--- src/design/string_escape_decoder_top_assert.svh ---
// ----------------------------------------------------------------------------
// String escape decoder assertion macros
// Concurrent checks that compile away when SYNTHESIS is defined.
// ----------------------------------------------------------------------------
`ifndef STRING_ESCAPE_DECODER_TOP_ASSERT_SVH
`define STRING_ESCAPE_DECODER_TOP_ASSERT_SVH

`ifndef SYNTHESIS
// Same-cycle implication, checked outside reset.
`define ESD_ASSERT_NOW(label, clk, rst, ante, cons) \
  label: assert property (@(posedge clk) disable iff (rst) (ante) |-> (cons)) \
    else $error("string escape decoder check failed");
// Next-cycle implication, checked outside reset.
`define ESD_ASSERT_NEXT(label, clk, rst, ante, cons) \
  label: assert property (@(posedge clk) disable iff (rst) (ante) |=> (cons)) \
    else $error("string escape decoder check failed");
`else
`define ESD_ASSERT_NOW(label, clk, rst, ante, cons)
`define ESD_ASSERT_NEXT(label, clk, rst, ante, cons)
`endif

`endif

--- src/design/esd_pkg.sv ---
// ----------------------------------------------------------------------------
// String escape decoder package
// Shared widths, character codes, decode types and classification helpers.
// ----------------------------------------------------------------------------
`default_nettype none

package esd_pkg;

  // Width of the character field and of the digit accumulator.
  localparam int CODE_W    = 16;
  localparam int CHAR_BITS = 16;

  // Queue between the front and the back; a power of two.
  localparam int Q_DEPTH = 4;
  localparam int PTR_W   = $clog2(Q_DEPTH);
  localparam int CNT_W   = $clog2(Q_DEPTH + 1);

  // Character codes used by the decoder.
  localparam logic [CODE_W-1:0] CH_BSLASH = CODE_W'(8'h5C);
  localparam logic [CODE_W-1:0] CH_X      = CODE_W'(8'h78);
  localparam logic [CODE_W-1:0] CH_0      = CODE_W'(8'h30);
  localparam logic [CODE_W-1:0] CH_1      = CODE_W'(8'h31);
  localparam logic [CODE_W-1:0] CH_7      = CODE_W'(8'h37);
  localparam logic [CODE_W-1:0] CH_9      = CODE_W'(8'h39);
  localparam logic [CODE_W-1:0] CH_LA     = CODE_W'(8'h61);
  localparam logic [CODE_W-1:0] CH_LF     = CODE_W'(8'h66);
  localparam logic [CODE_W-1:0] CH_UA     = CODE_W'(8'h41);
  localparam logic [CODE_W-1:0] CH_UF     = CODE_W'(8'h46);

  // Result kinds.
  typedef enum logic [1:0] {
    KIND_CHAR    = 2'd0,
    KIND_END     = 2'd1,
    KIND_UNTERM  = 2'd2,
    KIND_UNKNOWN = 2'd3
  } esd_kind_t;

  // Decoder modes.
  typedef enum logic [2:0] {
    MODE_NORMAL = 3'd0,
    MODE_ESC    = 3'd1,
    MODE_OCT    = 3'd2,
    MODE_HEX    = 3'd3,
    MODE_SKIP   = 3'd4
  } esd_mode_t;

  // One classified input transaction as it travels through the queue.
  typedef struct packed {
    logic [CODE_W-1:0] code;
    logic              end_mark;
    logic              is_bslash;
    logic              is_x;
    logic              simple_hit;
    logic [6:0]        simple_val;
    logic              oct_hit;
    logic              oct_start;
    logic              hex_hit;
    logic [3:0]        digit;
  } esd_item_t;

  // Handshake between the queue head and the back end.
  typedef struct packed {
    logic      valid;
    esd_item_t item;
  } esd_head_t;

  // Simple escape lookup: hit flag in the top bit, character below it.
  function automatic logic [7:0] simple_lookup(input logic [CODE_W-1:0] c);
    logic [7:0] r;
    r = 8'h00;
    if (c[CODE_W-1:8] == '0) begin
      case (c[7:0])
        8'h6E:   r = {1'b1, 7'd10};
        8'h74:   r = {1'b1, 7'd9};
        8'h72:   r = {1'b1, 7'd13};
        8'h30:   r = {1'b1, 7'd0};
        8'h76:   r = {1'b1, 7'd11};
        8'h61:   r = {1'b1, 7'd7};
        8'h62:   r = {1'b1, 7'd8};
        8'h66:   r = {1'b1, 7'd12};
        8'h27:   r = {1'b1, 7'd39};
        8'h22:   r = {1'b1, 7'd34};
        8'h5C:   r = {1'b1, 7'd92};
        default: r = 8'h00;
      endcase
    end
    return r;
  endfunction

  // Hex digit value: hit flag in the top bit, value below it.
  function automatic logic [4:0] hex_lookup(input logic [CODE_W-1:0] c);
    logic [4:0] r;
    r = 5'd0;
    if (c >= CH_0 && c <= CH_9) begin
      r = {1'b1, 4'(c - CH_0)};
    end else if (c >= CH_LA && c <= CH_LF) begin
      r = {1'b1, 4'(c - CH_LA + CODE_W'(10))};
    end else if (c >= CH_UA && c <= CH_UF) begin
      r = {1'b1, 4'(c - CH_UA + CODE_W'(10))};
    end
    return r;
  endfunction

endpackage

`default_nettype wire

--- src/design/esd_front.sv ---
// ----------------------------------------------------------------------------
// String escape decoder front end
// Accepts input transactions and classifies each character for the back end.
// ----------------------------------------------------------------------------
`default_nettype none

module esd_front (
  input  wire logic                     in_valid,
  output logic                          in_ready,
  input  wire logic [esd_pkg::CODE_W-1:0] char_code,
  input  wire logic                     end_mark,
  input  wire logic                     q_full,
  output logic                          push,
  output esd_pkg::esd_item_t            push_item
);

  logic [7:0] simple_res;
  logic [4:0] hex_res;

  // Accept whenever the queue has room.
  assign in_ready = !q_full;
  assign push     = in_valid && !q_full;

  // Table lookups on the raw character.
  assign simple_res = esd_pkg::simple_lookup(char_code);
  assign hex_res    = esd_pkg::hex_lookup(char_code);

  // Build the classified record.
  always_comb begin
    push_item            = '0;
    push_item.code       = char_code;
    push_item.end_mark   = end_mark;
    push_item.is_bslash  = (char_code == esd_pkg::CH_BSLASH);
    push_item.is_x       = (char_code == esd_pkg::CH_X);
    push_item.simple_hit = simple_res[7];
    push_item.simple_val = simple_res[6:0];
    push_item.oct_hit    = (char_code >= esd_pkg::CH_0) && (char_code <= esd_pkg::CH_7);
    push_item.oct_start  = (char_code >= esd_pkg::CH_1) && (char_code <= esd_pkg::CH_7);
    push_item.hex_hit    = hex_res[4];
    push_item.digit      = hex_res[3:0];
  end

endmodule

`default_nettype wire

--- src/design/esd_fifo.sv ---
// ----------------------------------------------------------------------------
// String escape decoder queue
// Short first-in first-out buffer between the front and the back end.
// ----------------------------------------------------------------------------
`default_nettype none

module esd_fifo (
  input  wire logic                     clk,
  input  wire logic                     rst,
  input  wire logic                     push,
  input  wire esd_pkg::esd_item_t       push_item,
  output logic                          full,
  input  wire logic                     pop,
  output esd_pkg::esd_head_t            head,
  output logic [esd_pkg::CNT_W-1:0]     count
);

  esd_pkg::esd_item_t             mem [esd_pkg::Q_DEPTH];
  logic [esd_pkg::PTR_W-1:0]      wr_ptr;
  logic [esd_pkg::PTR_W-1:0]      rd_ptr;

  assign full       = (count == esd_pkg::CNT_W'(esd_pkg::Q_DEPTH));
  assign head.valid = (count != '0);
  assign head.item  = mem[rd_ptr];

  // Pointers and occupancy.
  always_ff @(posedge clk) begin
    if (rst) begin
      wr_ptr <= '0;
      rd_ptr <= '0;
      count  <= '0;
    end else begin
      if (push) begin
        wr_ptr <= wr_ptr + 1'b1;
      end
      if (pop) begin
        rd_ptr <= rd_ptr + 1'b1;
      end
      if (push && !pop) begin
        count <= count + 1'b1;
      end else if (pop && !push) begin
        count <= count - 1'b1;
      end
    end
  end

  // Storage.
  always_ff @(posedge clk) begin
    if (push) begin
      mem[wr_ptr] <= push_item;
    end
  end

endmodule

`default_nettype wire

--- src/design/esd_back.sv ---
// ----------------------------------------------------------------------------
// String escape decoder back end
// Runs the escape state machine on classified characters and drives results.
// ----------------------------------------------------------------------------
`default_nettype none

module esd_back (
  input  wire logic                       clk,
  input  wire logic                       rst,
  input  wire esd_pkg::esd_head_t         head,
  output logic                            pop,
  output logic                            out_valid,
  input  wire logic                       out_ready,
  output logic [esd_pkg::CODE_W-1:0]      out_char,
  output logic [1:0]                      kind,
  output logic                            last_of_run
);

  esd_pkg::esd_mode_t               mode;
  esd_pkg::esd_mode_t               mode_next;
  logic [esd_pkg::CHAR_BITS-1:0]    escape_value;
  logic [esd_pkg::CHAR_BITS-1:0]    escape_value_next;
  esd_pkg::esd_item_t               it;

  logic                             res_has;
  logic [esd_pkg::CODE_W-1:0]       res_char;
  esd_pkg::esd_kind_t               res_kind;
  logic                             res_last;
  logic                             do_pop;
  logic                             out_free;
  logic                             step;

  assign it       = head.item;
  assign out_free = !out_valid || out_ready;
  // A transaction without a result never waits for the output register.
  assign step     = head.valid && (!res_has || out_free);
  assign pop      = step && do_pop;

  // Next state and result for the transaction at the queue head.
  always_comb begin
    mode_next         = mode;
    escape_value_next = escape_value;
    res_has           = 1'b0;
    res_char          = '0;
    res_kind          = esd_pkg::KIND_CHAR;
    res_last          = 1'b1;
    do_pop            = 1'b1;
    case (mode)
      esd_pkg::MODE_NORMAL: begin
        if (it.end_mark) begin
          res_has           = 1'b1;
          res_kind          = esd_pkg::KIND_END;
          escape_value_next = '0;
        end else if (it.is_bslash) begin
          mode_next = esd_pkg::MODE_ESC;
        end else begin
          res_has  = 1'b1;
          res_char = it.code;
        end
      end
      esd_pkg::MODE_ESC: begin
        if (it.end_mark) begin
          res_has           = 1'b1;
          res_kind          = esd_pkg::KIND_UNTERM;
          mode_next         = esd_pkg::MODE_NORMAL;
          escape_value_next = '0;
        end else if (it.simple_hit) begin
          res_has   = 1'b1;
          res_char  = esd_pkg::CODE_W'(it.simple_val);
          mode_next = esd_pkg::MODE_NORMAL;
        end else if (it.is_x) begin
          escape_value_next = '0;
          mode_next         = esd_pkg::MODE_HEX;
        end else if (it.oct_start) begin
          escape_value_next = esd_pkg::CHAR_BITS'(it.digit[2:0]);
          mode_next         = esd_pkg::MODE_OCT;
        end else begin
          res_has           = 1'b1;
          res_kind          = esd_pkg::KIND_UNKNOWN;
          mode_next         = esd_pkg::MODE_SKIP;
          escape_value_next = '0;
        end
      end
      esd_pkg::MODE_OCT, esd_pkg::MODE_HEX: begin
        if (!it.end_mark && mode == esd_pkg::MODE_OCT && it.oct_hit) begin
          escape_value_next = {escape_value[esd_pkg::CHAR_BITS-4:0], it.digit[2:0]};
        end else if (!it.end_mark && mode == esd_pkg::MODE_HEX && it.hex_hit) begin
          escape_value_next = {escape_value[esd_pkg::CHAR_BITS-5:0], it.digit};
        end else begin
          // Number ends: emit the value, then the item is seen again in
          // normal mode unless it is a backslash, which gives no result.
          res_has           = 1'b1;
          res_char          = esd_pkg::CODE_W'(escape_value);
          escape_value_next = '0;
          if (!it.end_mark && it.is_bslash) begin
            mode_next = esd_pkg::MODE_ESC;
          end else begin
            mode_next = esd_pkg::MODE_NORMAL;
            res_last  = 1'b0;
            do_pop    = 1'b0;
          end
        end
      end
      esd_pkg::MODE_SKIP: begin
        if (it.end_mark) begin
          mode_next         = esd_pkg::MODE_NORMAL;
          escape_value_next = '0;
        end
      end
      default: begin
        mode_next         = esd_pkg::MODE_NORMAL;
        escape_value_next = '0;
      end
    endcase
  end

  // Decoder state and output valid.
  always_ff @(posedge clk) begin
    if (rst) begin
      mode         <= esd_pkg::MODE_NORMAL;
      escape_value <= '0;
      out_valid    <= 1'b0;
    end else begin
      if (step) begin
        mode         <= mode_next;
        escape_value <= escape_value_next;
      end
      if (out_free) begin
        out_valid <= step && res_has;
      end
    end
  end

  // Output payload register.
  always_ff @(posedge clk) begin
    if (out_free && step && res_has) begin
      out_char    <= res_char;
      kind        <= res_kind;
      last_of_run <= res_last;
    end
  end

endmodule

`default_nettype wire

--- src/design/string_escape_decoder_top.sv ---
// ----------------------------------------------------------------------------
// String escape decoder top level
// Unescapes C-style string literal bodies, one character per transaction.
// ----------------------------------------------------------------------------
//   Channel   Direction  Handshake            Payload
//   input     in         in_valid / in_ready  char_code, end_mark
//   output    out        out_valid/out_ready  out_char, kind, last_of_run
//
// One input transaction is taken per cycle while the four-entry queue has room.
// The back end retires one transaction per cycle unless its result is stalled;
// one that ends a numeric escape and yields a second result is decoded again.
// The output register frees the back end whenever its result is taken.
// Synchronous reset clears the queue, the decoder mode and the output valid.
// ----------------------------------------------------------------------------
`default_nettype none

`include "string_escape_decoder_top_assert.svh"

module string_escape_decoder_top (
  input  wire logic                       clk,
  input  wire logic                       rst,
  input  wire logic                       in_valid,
  output logic                            in_ready,
  input  wire logic [esd_pkg::CODE_W-1:0] char_code,
  input  wire logic                       end_mark,
  output logic                            out_valid,
  input  wire logic                       out_ready,
  output logic [esd_pkg::CODE_W-1:0]      out_char,
  output logic [1:0]                      kind,
  output logic                            last_of_run
);

  logic                          q_full;
  logic                          push;
  esd_pkg::esd_item_t            push_item;
  logic                          pop;
  esd_pkg::esd_head_t            head;
  logic [esd_pkg::CNT_W-1:0]     q_count;

  // Classification.
  esd_front u_front (
    .in_valid  (in_valid),
    .in_ready  (in_ready),
    .char_code (char_code),
    .end_mark  (end_mark),
    .q_full    (q_full),
    .push      (push),
    .push_item (push_item)
  );

  // Decoupling queue.
  esd_fifo u_fifo (
    .clk       (clk),
    .rst       (rst),
    .push      (push),
    .push_item (push_item),
    .full      (q_full),
    .pop       (pop),
    .head      (head),
    .count     (q_count)
  );

  // Escape state machine and output register.
  esd_back u_back (
    .clk         (clk),
    .rst         (rst),
    .head        (head),
    .pop         (pop),
    .out_valid   (out_valid),
    .out_ready   (out_ready),
    .out_char    (out_char),
    .kind        (kind),
    .last_of_run (last_of_run)
  );

  // Queue occupancy stays within its depth.
  `ESD_ASSERT_NOW(a_q_bound, clk, rst, 1'b1, q_count <= esd_pkg::CNT_W'(esd_pkg::Q_DEPTH))
  // Non-character results carry a zero character field.
  `ESD_ASSERT_NOW(a_zero_char, clk, rst, out_valid && kind != esd_pkg::KIND_CHAR, out_char == '0)
  // The second result of a two-result run follows right after the first.
  `ESD_ASSERT_NEXT(a_run_cont, clk, rst, out_valid && out_ready && !last_of_run, out_valid)

endmodule

`default_nettype wire

--- config.mk ---
export PLATFORM = sky130hd
export DESIGN_NAME = string_escape_decoder_top
export DESIGN_NICKNAME = d
export VERILOG_FILES = /design/src/design/esd_pkg.sv /design/src/design/esd_front.sv /design/src/design/esd_fifo.sv /design/src/design/esd_back.sv /design/src/design/string_escape_decoder_top.sv
export VERILOG_INCLUDE_DIRS = /design/src /design/src/design
export SDC_FILE = /design/constraint.sdc
export NUM_CORES = 1
export LEC_CHECK = 0
export BUFFER_PORTS_ARGS = -buffer_cell sky130_fd_sc_hd__buf_2
export CAP_MARGIN = 15
export CORE_MARGIN = 10
export CORE_UTILIZATION = 56
export CTS_BUF_LIST = sky130_fd_sc_hd__clkbuf_4 sky130_fd_sc_hd__clkbuf_8
export CTS_CLUSTER_DIAMETER = 150
export DETAILED_ROUTE_END_ITERATION = 8
export PLACE_DENSITY_LB_ADDON = 0.15
export SYNTH_ARGS = -nofsm -noshare
export SYNTH_HDL_FRONTEND = slang
export SYNTH_SLANG_ARGS = --single-unit
--- constraint.sdc ---
create_clock -name clk -period 2.9 [get_ports clk]
set_input_delay 0.725 -clock clk [delete_from_list [all_inputs] [get_ports clk]]
set_output_delay 0.725 -clock clk [all_outputs]
set_load 0.02 [all_outputs]
; ---- Word-level counts from Yosys, hierarchy flattened
; Memories as Yosys holds them, arrays and structs flattened. A register that Yosys moved wholly into a read port is not among the register bits.
; Index checks and enable logic that the tools add are counted.
[totals]
wordCells = 142
mem_bits_rw = 136
ff_bits = 46
out_inout_bits = 21
n_memories = 1
[mem_list]
columns = name, words, width, rd, rd_clocked_by_memory_dff, wr, line
row1 = u_fifo.mem, 4, 34, 1, 1, 1, esd_fifo.sv:18  ; esd_pkg::esd_item_t mem [esd_pkg::Q_DEPTH];
[op_classes]
reduce_logical = 34
eq_ne = 25
addsub = 9
order_cmp = 8
mux = 56
[ops]
columns = op, n
row1 = $mux W16, 11
row2 = $pmux W16 S3, 2
row3 = $pmux W8 S11, 1
row4 = $eq A8 B7 Y1 const B, 8
row5 = $mux W3, 12
row6 = $eq A16 B7 Y1 const B, 2
row7 = $ge A16 B6 Y1 const B, 2
row8 = $ge A16 B7 Y1 const B, 2
row9 = $le A16 B6 Y1 const B, 2
row10 = $le A16 B7 Y1 const B, 2
row11 = $eq A8 B6 Y1 const B, 3
row12 = $logic_and A1 B1 Y1, 18
row13 = $mux W1, 16
row14 = $mux W5, 3
row15 = $mux W2, 6
row16 = $pmux W3 S4, 1
row17 = $sub A4 B1 Y4 const B, 3
row18 = $add A4 B4 Y4 const B, 2
row19 = $logic_not A8 Y1, 1
row20 = $mux W8, 1
row21 = $mux W7, 1
row22 = $eq A3 B2 Y1 const B, 2
row23 = $eq A3 B3 Y1 const B, 2
row24 = $logic_not A1 Y1, 6
row25 = 16 further kinds, 23

; ---- Logic depth before layout (Yosys ltp)
; Gate-level depths: netlist (run 1).
[logic_depth]
depth_word = 13
ltp_mapped = 13

; ---- By module
; A second synthesis (run 1) with hierarchy kept.
[unflattened]
hier_cells = 516
hier_area_um2 = 8232.9
[by_module_without_submodules]
columns = module, cells_per_inst, area_each_um2, n_inst
row1 = esd_fifo, 222, 5385.2, 1
row2 = esd_back, 191, 2088.3, 1
row3 = esd_front, 103, 759.5, 1

; ---- Worst setup path before layout (run 1)
; No wires, ideal clock.
[synth_path]
path_type = register to register
start = register (tool-made name)
end = register u_fifo.count[2] in the netlist's numbering
path_buffers = 1
stages_incl_launch_ff = 13
arrival_time_ns = 2.811
setup_time_ns = 0.071
path_slack_ns = 0.018
path_cell_list = dfxtp_1 -> buf_6 -> mux4_1 -> nor2_1 -> o211ai_2 -> o221a_2 -> nor2_1 -> ha_1 -> inv_1 -> fa_1 -> xor2_1 -> or3_1 -> a21oi_1
[synth_lines]
columns = item, line
row1 = to (signal assigned), esd_fifo.sv:40  ; count <= count + 1'b1;
row2 = to (signal assigned), esd_fifo.sv:42  ; count <= count - 1'b1;
row3 = to (decl), esd_fifo.sv:15  ; output logic [esd_pkg::CNT_W-1:0] count

==> metrics.txt, run 1 <==
result of the run completed; number of antenna violations at the first check in global routing 0; logic gate share of total power 34.2%; endpoint kind of the worst setup timing path flip-flop; Pre-Repair DR Iteration Count 4; post-route ant nets 0; layout cell share with drive strength beyond 1 28.74%; leakage power 0.003022 uW; port buffer count 41; vias in the first global route 4,550; global-route met3 utilization 4.261%; post-route minimum period 2.882 ns; area share of the largest cell type after synthesis 58.37%; number of synthesized register bits 180; Critical Path Max Stage Delay 0.50 ns; total CTS buffers 17; Reg area 5119 um^2; Global Route met2 Usage 26.37%; cell type group with the largest total delay on the critical path simple AND/OR/NAND/NOR gates; TritonCTS sink count 180; Multi-input gate area 2499 um^2; count of final max-slew check failures 0; maximum number of pins on one net before global-route repair 36; vertical die dimension 137.8 um; clock-pin slew of the registers on the worst-case setup and hold paths 0.09 ns; worst slew margin relative to its limit 43.93%; required time of the critical path 3.29 ns; Synth warnings 0; P per Cell Area 877.4 nW/um^2; overall die area 18,980 um^2; area of the core region 13,400 um^2; CTS root buf clkbuf_8; Setup TNS 0 ns; diode insertion count for antenna repair 0; proportion of register bits with asynchronous set or reset after synthesis 0%; wire length per cell 20.91 um; IO Pins 42; Syn Std Cell Area 7769 um^2; Buf+Inv Stages, Crit Path 2; number of enable flip-flop cells after synthesis 151; number of non-filler instances in the completed layout 757; violation count after the first detailed-routing iteration 372; Net Count, Synth 526; GRT Residual Overflow 0; number of cells on the worst reg-to-reg path 12; final period utilization 99.39%; Die Width 137.8 um; total wirelength of the detailed-routed design 15,830 um; CP Launch Type flip-flop; dominant synthesized flop cell edfxtp_1; Critical Path End u_fifo.count[2]; post-synthesis instance total 494; CTS tree done; cell at the slowest stage of the critical path mux4_2; Stages on worst setup path 12; sequential cell area fraction in the yosys report 65.84%; Design Area, Final 8762 um^2; startpoint-to-endpoint class of the critical path reg2reg; fill cell instance count of the final layout 949; cell type with the largest total area after synthesis edfxtp_1; number of rows in the core area 42; DP Area 8342 um^2; type of the tightest min-delay check in2reg; setup violation total in the final timing report 0; part of the power in registers 44.6%; capturing point of the worst reg2reg path u_fifo.count[2]; number of distinct library cells after synthesis 58; tightest hold margin 0.4912 ns; worst ir drop on vdd 0.4637 mV; net switching share of the total power 32.86%; wire length of the first global-routing pass 25,030 um; net switching power 2526 uW; final hold violation count 0; maximum fanout along the worst path 6; Final GP Congestion 0.8586; Int Power 5161 uW; peak-usage layer in the global routing report met2; final net count 600; Layout Area Growth over Synthesis 12.79%; Placed Instances 722; RSZ-0062 raised after global routing true; clock latency of the later-clocked register in the worst-skew pair 0.46 ns; transition at the pin with the smallest max-transition slack 0.8410 ns; routed vias 4,547; Arrival @ worst endpoint 3.27 ns; Post-synth top cells edfxtp_1, mux4_2, nand2_1; Clock power frac 21.1%; most frequent cell after synthesis edfxtp_1; synthesized area per cell 15.73 um^2; Residual DRC 0; Cell Chain, Critical Path buf_6 -> mux4_2 -> or3_4 -> o211ai_2 -> o221a_2 -> nor2_1 -> ha_2 -> inv_2 -> fa_2 -> xor2_1 -> or3_1 -> a21oi_2; placed wire-length estimate 10,550 um; maximum number of buffers from clock root to sink 2; maxcap violations 0; peak clock frequency supported by timing 346.9 MHz; met1 Track Usage GR 24.11%; overall fraction of global-route tracks in use 17.33%; Register-to-Register Setup Slack 0.02 ns; H-Tree Level Count 4; worst clock skew on the final layout 0.01137 ns; drt via density 6.007; initial core utilization 57.97%; total of hold buffers inserted after clock tree synthesis 0; biggest area contributors in the synthesized netlist edfxtp_1, mux4_2, dfxtp_1, mux2i_1, mux2_2
stage by stage:
step | total power (uW) | util [%] | setup WS (ns)
after CTS | 7722 | 65.33 | -0.0005587
final | 7688 | 65.39 | 0.01764
after global routing | 8052 | 65.39 | -0.08725
after global placement | 6011 | 62.25 | -0.00005884
after floorplan | 5227 | - | 0.01825
after detailed placement | 6060 | 62.25 | -0.08103
flip-flops by register name, summed over array words and instances, names as in the netlist, named ones only:
register	cells
u_fifo.mem	132
u_back.out_valid	1
u_fifo.wr_ptr	2
u_back.out_char	16
u_back.last_of_run	1
u_back.mode	3
u_back.escape_value	16
u_fifo.rd_ptr	2
u_fifo.count	3
u_back.kind	2
per-layer routing:
metal | vias to the layer above | share of wire, % | wire length, um
li1 | 2087 | - | -
met1 | 2326 | 46 | 7214
met5 | - | 0 | 0
met4 | 0 | 1.2 | 189
met3 | 13 | 5.3 | 835
met2 | 121 | 48 | 7587
cell usage in the layout, fill, tap and decap left out, types with 3 or more instances in the layout:
master / n
o21ai_0: 10
or3_1: 5
nor4b_1: 3
and3_1: 13
nand2_1: 30
nand3b_1: 3
xor2_1: 3
inv_1: 10
a221o_1: 7
edfxtp_1: 151
a22o_1: 15
mux2i_1: 25
ha_1: 9
nand3_1: 3
mux2_2: 12
nor3_1: 7
clkinvlp_4: 3
buf_2: 41
nor2_1: 24
dfxtp_1: 28
inv_8: 5
mux4_2: 32
a21oi_1: 8
a31oi_1: 3
clkbuf_8: 17
nor2b_1: 8
clkinv_1: 3
nor4_1: 3
buf_4: 34
nand2b_1: 21
timing repair:
| item | CTS | global route |
|---|---|---|
| setup endpoints to repair | 2 | 2 |
| gates cloned | 0 | 0 |
| gates resized for setup | 7 | 2 |
| buffers inserted | 2 | 1 |
| pin swaps | 4 | 2 |
area by class of cell:
cell class                 count  share of cell area, %
timing repair buffer          78                  5.740
clock inverter                15                  1.671
multi-input combinational    280                  28.52
clock buffer                  17                  2.670
sequential                   180                  58.42
inverter                      11                 0.4712
tap                          176                  2.513
power groups by stage:
stage	clock (uW)	sequential, uW	combinational [uW]
floorplan	0	3640	1590
global placement	0	3470	2540
detailed placement	0	3490	2570
CTS	1670	3440	2620
global route	1750	3470	2830
finish	1630	3430	2630
worst min path at each step:
stage,start,to,cells past startpoint
after floorplan,u_back.escape_value[14],u_back.escape_value[14],2
after global placement,u_back.escape_value[13],u_back.escape_value[13],2
after detailed placement,u_back.escape_value[15],u_back.escape_value[15],2
after CTS,char_code[8],u_fifo.mem[0][26],1
after global routing,char_code[8],u_fifo.mem[0][26],1
final,end_mark,u_fifo.mem[2][17],1
logic make-up after synthesis:
logic type	after synthesis	share of synthesized area [%]
compound gates	64	6.330
xor+xnor	4	0.4510
fa+ha+maj	11	1.868
buf+inv	34	2.158
flops	180	65.84
mux	69	14.29
simple gates	132	9.068
(Power assumes the default switching activity.)
==> run 2: changes to the inputs <==
SYNTH_HIERARCHICAL = 1   (was default)
==> metrics.txt, run 2 <==
result of the run completed; maximum number of buffers from clock root to sink 2; total wirelength of the detailed-routed design 16,510 um; number of rows in the core area 44; register containing the most flip-flops in the final layout u_fifo/mem; post-synthesis instance total 516; dominant synthesized flop cell edfxtp_1; vias in the first global route 4,743; flip-flop count of the largest register after layout 136; type of the tightest min-delay check reg2reg; worst slew margin relative to its limit 53.26%; post-route ant nets 0; routed vias 4,605; CTS tree done; number of distinct library cells after synthesis 71; P per Cell Area 837.8 nW/um^2; final period utilization 99.60%; CTS root buf clkbuf_8; Layout Area Growth over Synthesis 10.30%; IO Pins 42; final net count 596; required time of the critical path 3.29 ns; commonest cells after routing, fill and taps aside edfxtp_1, buf_2, nand2_1; maximum number of pins on one net before global-route repair 35; Die Width 141.3 um; endpoint kind of the worst setup timing path flip-flop; setup slack after layout 0.01148 ns; fill cell instance count of the final layout 1,072; sequential cell area fraction in the yosys report 63.59%; Arrival @ worst endpoint 3.28 ns; layout cell share with drive strength beyond 1 32.76%; TritonCTS sink count 184; drt via density 6.051; Post-synth top cells edfxtp_1, nand2_1, mux4_2; H-Tree Level Count 4; placed wire-length estimate 10,780 um; RSZ-0062 raised after global routing true; number of non-filler instances in the completed layout 761; final hold violation count 0; post-route minimum period 2.889 ns; Residual DRC 0; Pre-Repair DR Iteration Count 5; area of the core region 14,480 um^2; maxcap violations 0; leading cell type in the layout, fill and taps excluded edfxtp_1; transition at the pin with the smallest max-transition slack 0.7003 ns; overall fraction of global-route tracks in use 17.11%; leakage power 0.003123 uW; initial core utilization 56.86%; proportion of register bits with asynchronous set or reset after synthesis 0%; Syn Std Cell Area 8233 um^2; wire length per cell 21.69 um; Placement Setup Slack -0.04089 ns; CP Launch Type flip-flop; vertical die dimension 141.3 um; violation count after the first detailed-routing iteration 391; total CTS buffers 17; number of enable flip-flop cells after synthesis 155; clock-pin slew of the registers on the worst-case setup and hold paths 0.09 ns; diode insertion count for antenna repair 0; cell type with the largest total area after synthesis edfxtp_1; area share of the largest cell type after synthesis 56.53%; Final GP Congestion 0.8593; maximum fanout along the worst path 6; overall die area 19,950 um^2; number of antenna violations at the first check in global routing 0; most frequent cell after synthesis edfxtp_1; peak clock frequency supported by timing 346.2 MHz; Synth warnings 6; wire length of the first global-routing pass 26,230 um; worst clock skew on the final layout 0.009478 ns; Net Count, Synth 547; number of synthesized register bits 184; clock latency of the later-clocked register in the worst-skew pair 0.45 ns; GRT Residual Overflow 0; largest registers u_fifo/mem: 136 flops, u_back/escape_value: 16 flops, u_back/out_char: 16 flops; startpoint-to-endpoint class of the critical path reg2reg; worst ir drop on vdd 0.5567 mV; final core utilization 62.72%; port buffer count 41; biggest area contributors in the synthesized netlist edfxtp_1, mux4_2, dfxtp_1, buf_4, mux2_2; synthesized area per cell 15.96 um^2; setup violation total in the final timing report 0; Placed Instances 728; count of final max-slew check failures 0
==> run 2: changes by cell type after synthesis, sizes merged, moves of 6 or more <==
cell,before,now
a221o,7,0
o211ai,3,18
inv,11,20
and3,13,2
nand2b,21,5
mux2i,25,9
nor2,25,16
buf,9,40
nor2b,8,2
a222oi,0,7
==> run 2: worst max-delay path, stage by stage (launching register included) <==
cell and delay, ns:
dfxtp_4 0.41, mux4_2 0.56, o21ba_4 0.25, a211o_1 0.33, o311ai_4 0.09, a21oi_4 0.05
inv_2 0.07, ha_4 0.12, inv_2 0.03, fa_2 0.32, xor2_1 0.15, or3_1 0.30
a21oi_1 0.14
==> run 2: what timing repair did <==
item,in CTS,in global routing
buffers inserted,0,2
pin swaps,2,4
hold buffers,0,0
setup endpoints to repair,2,2
resized for setup,2,2
cloned,0,0
==> run 2: cell type report <==
| class | instances | area (um^2) | area share, % |
|---|---|---|---|
| Sequential cell | 184 | 5240 | 57.70 |
| Clock buffer | 18 | 241.5 | 2.659 |
| Multi-Input combinational cell | 263 | 2585 | 28.47 |
| Tap cell | 184 | 230.2 | 2.535 |
| Timing Repair Buffer | 79 | 578.1 | 6.365 |
| Inverter | 20 | 75.07 | 0.8267 |
| Clock inverter | 13 | 131.4 | 1.447 |
==> run 2: power breakdown <==
part	switching (uW)	internal, uW
logic	1420	1100
registers	136	3320
clock network	866	763
total	2420	5190
==> run 2: metrics by stage <==
step	TNS (ns)	cell area (um^2)	power, uW	hold WS (ns)
global placement	0	8662	5918	0.4536
finish	0	9081	7608	0.4678
detailed placement	-0.04089	8662	5990	0.4598
global route	-0.1280	9081	7993	0.4641
CTS	0	9047	7612	0.4603
floorplan	-1.476	8277	5293	0.4383
==> run 2: path summary, 6_finish.rpt <==
check,startpoint,to,slack [ns],cells after the start
min,u_back/escape_value[15],u_back/escape_value[15],0.47,2
max reg2reg,flip-flop,u_fifo/count[2],0.01,12
max,flip-flop,u_fifo/count[2],0.01,12
min reg2reg,u_back/escape_value[15],u_back/escape_value[15],0.47,2
==> run 2: per-layer routing <==
layer  global-route usage (%)  up-vias  share of wire (%)
met4                    5.543        0                1.7
met2                    27.53      146                 50
met5                        0        -                  0
met1                    22.31     2315                 44
met3                    4.239       31                4.5
li1                         -     2113                  -
==> run 2: kinds of logic after synthesis <==
kind of cell	after synthesis	share of synthesized area, %
and+or+nand+nor	108	8.024
muxes	55	12.22
buffers and inverters	69	5.638
xor gates and xnor gates	6	0.6384
DFF	184	63.59
adders and majority gates	10	1.611
AOI/OAI and AO/OA	84	8.283
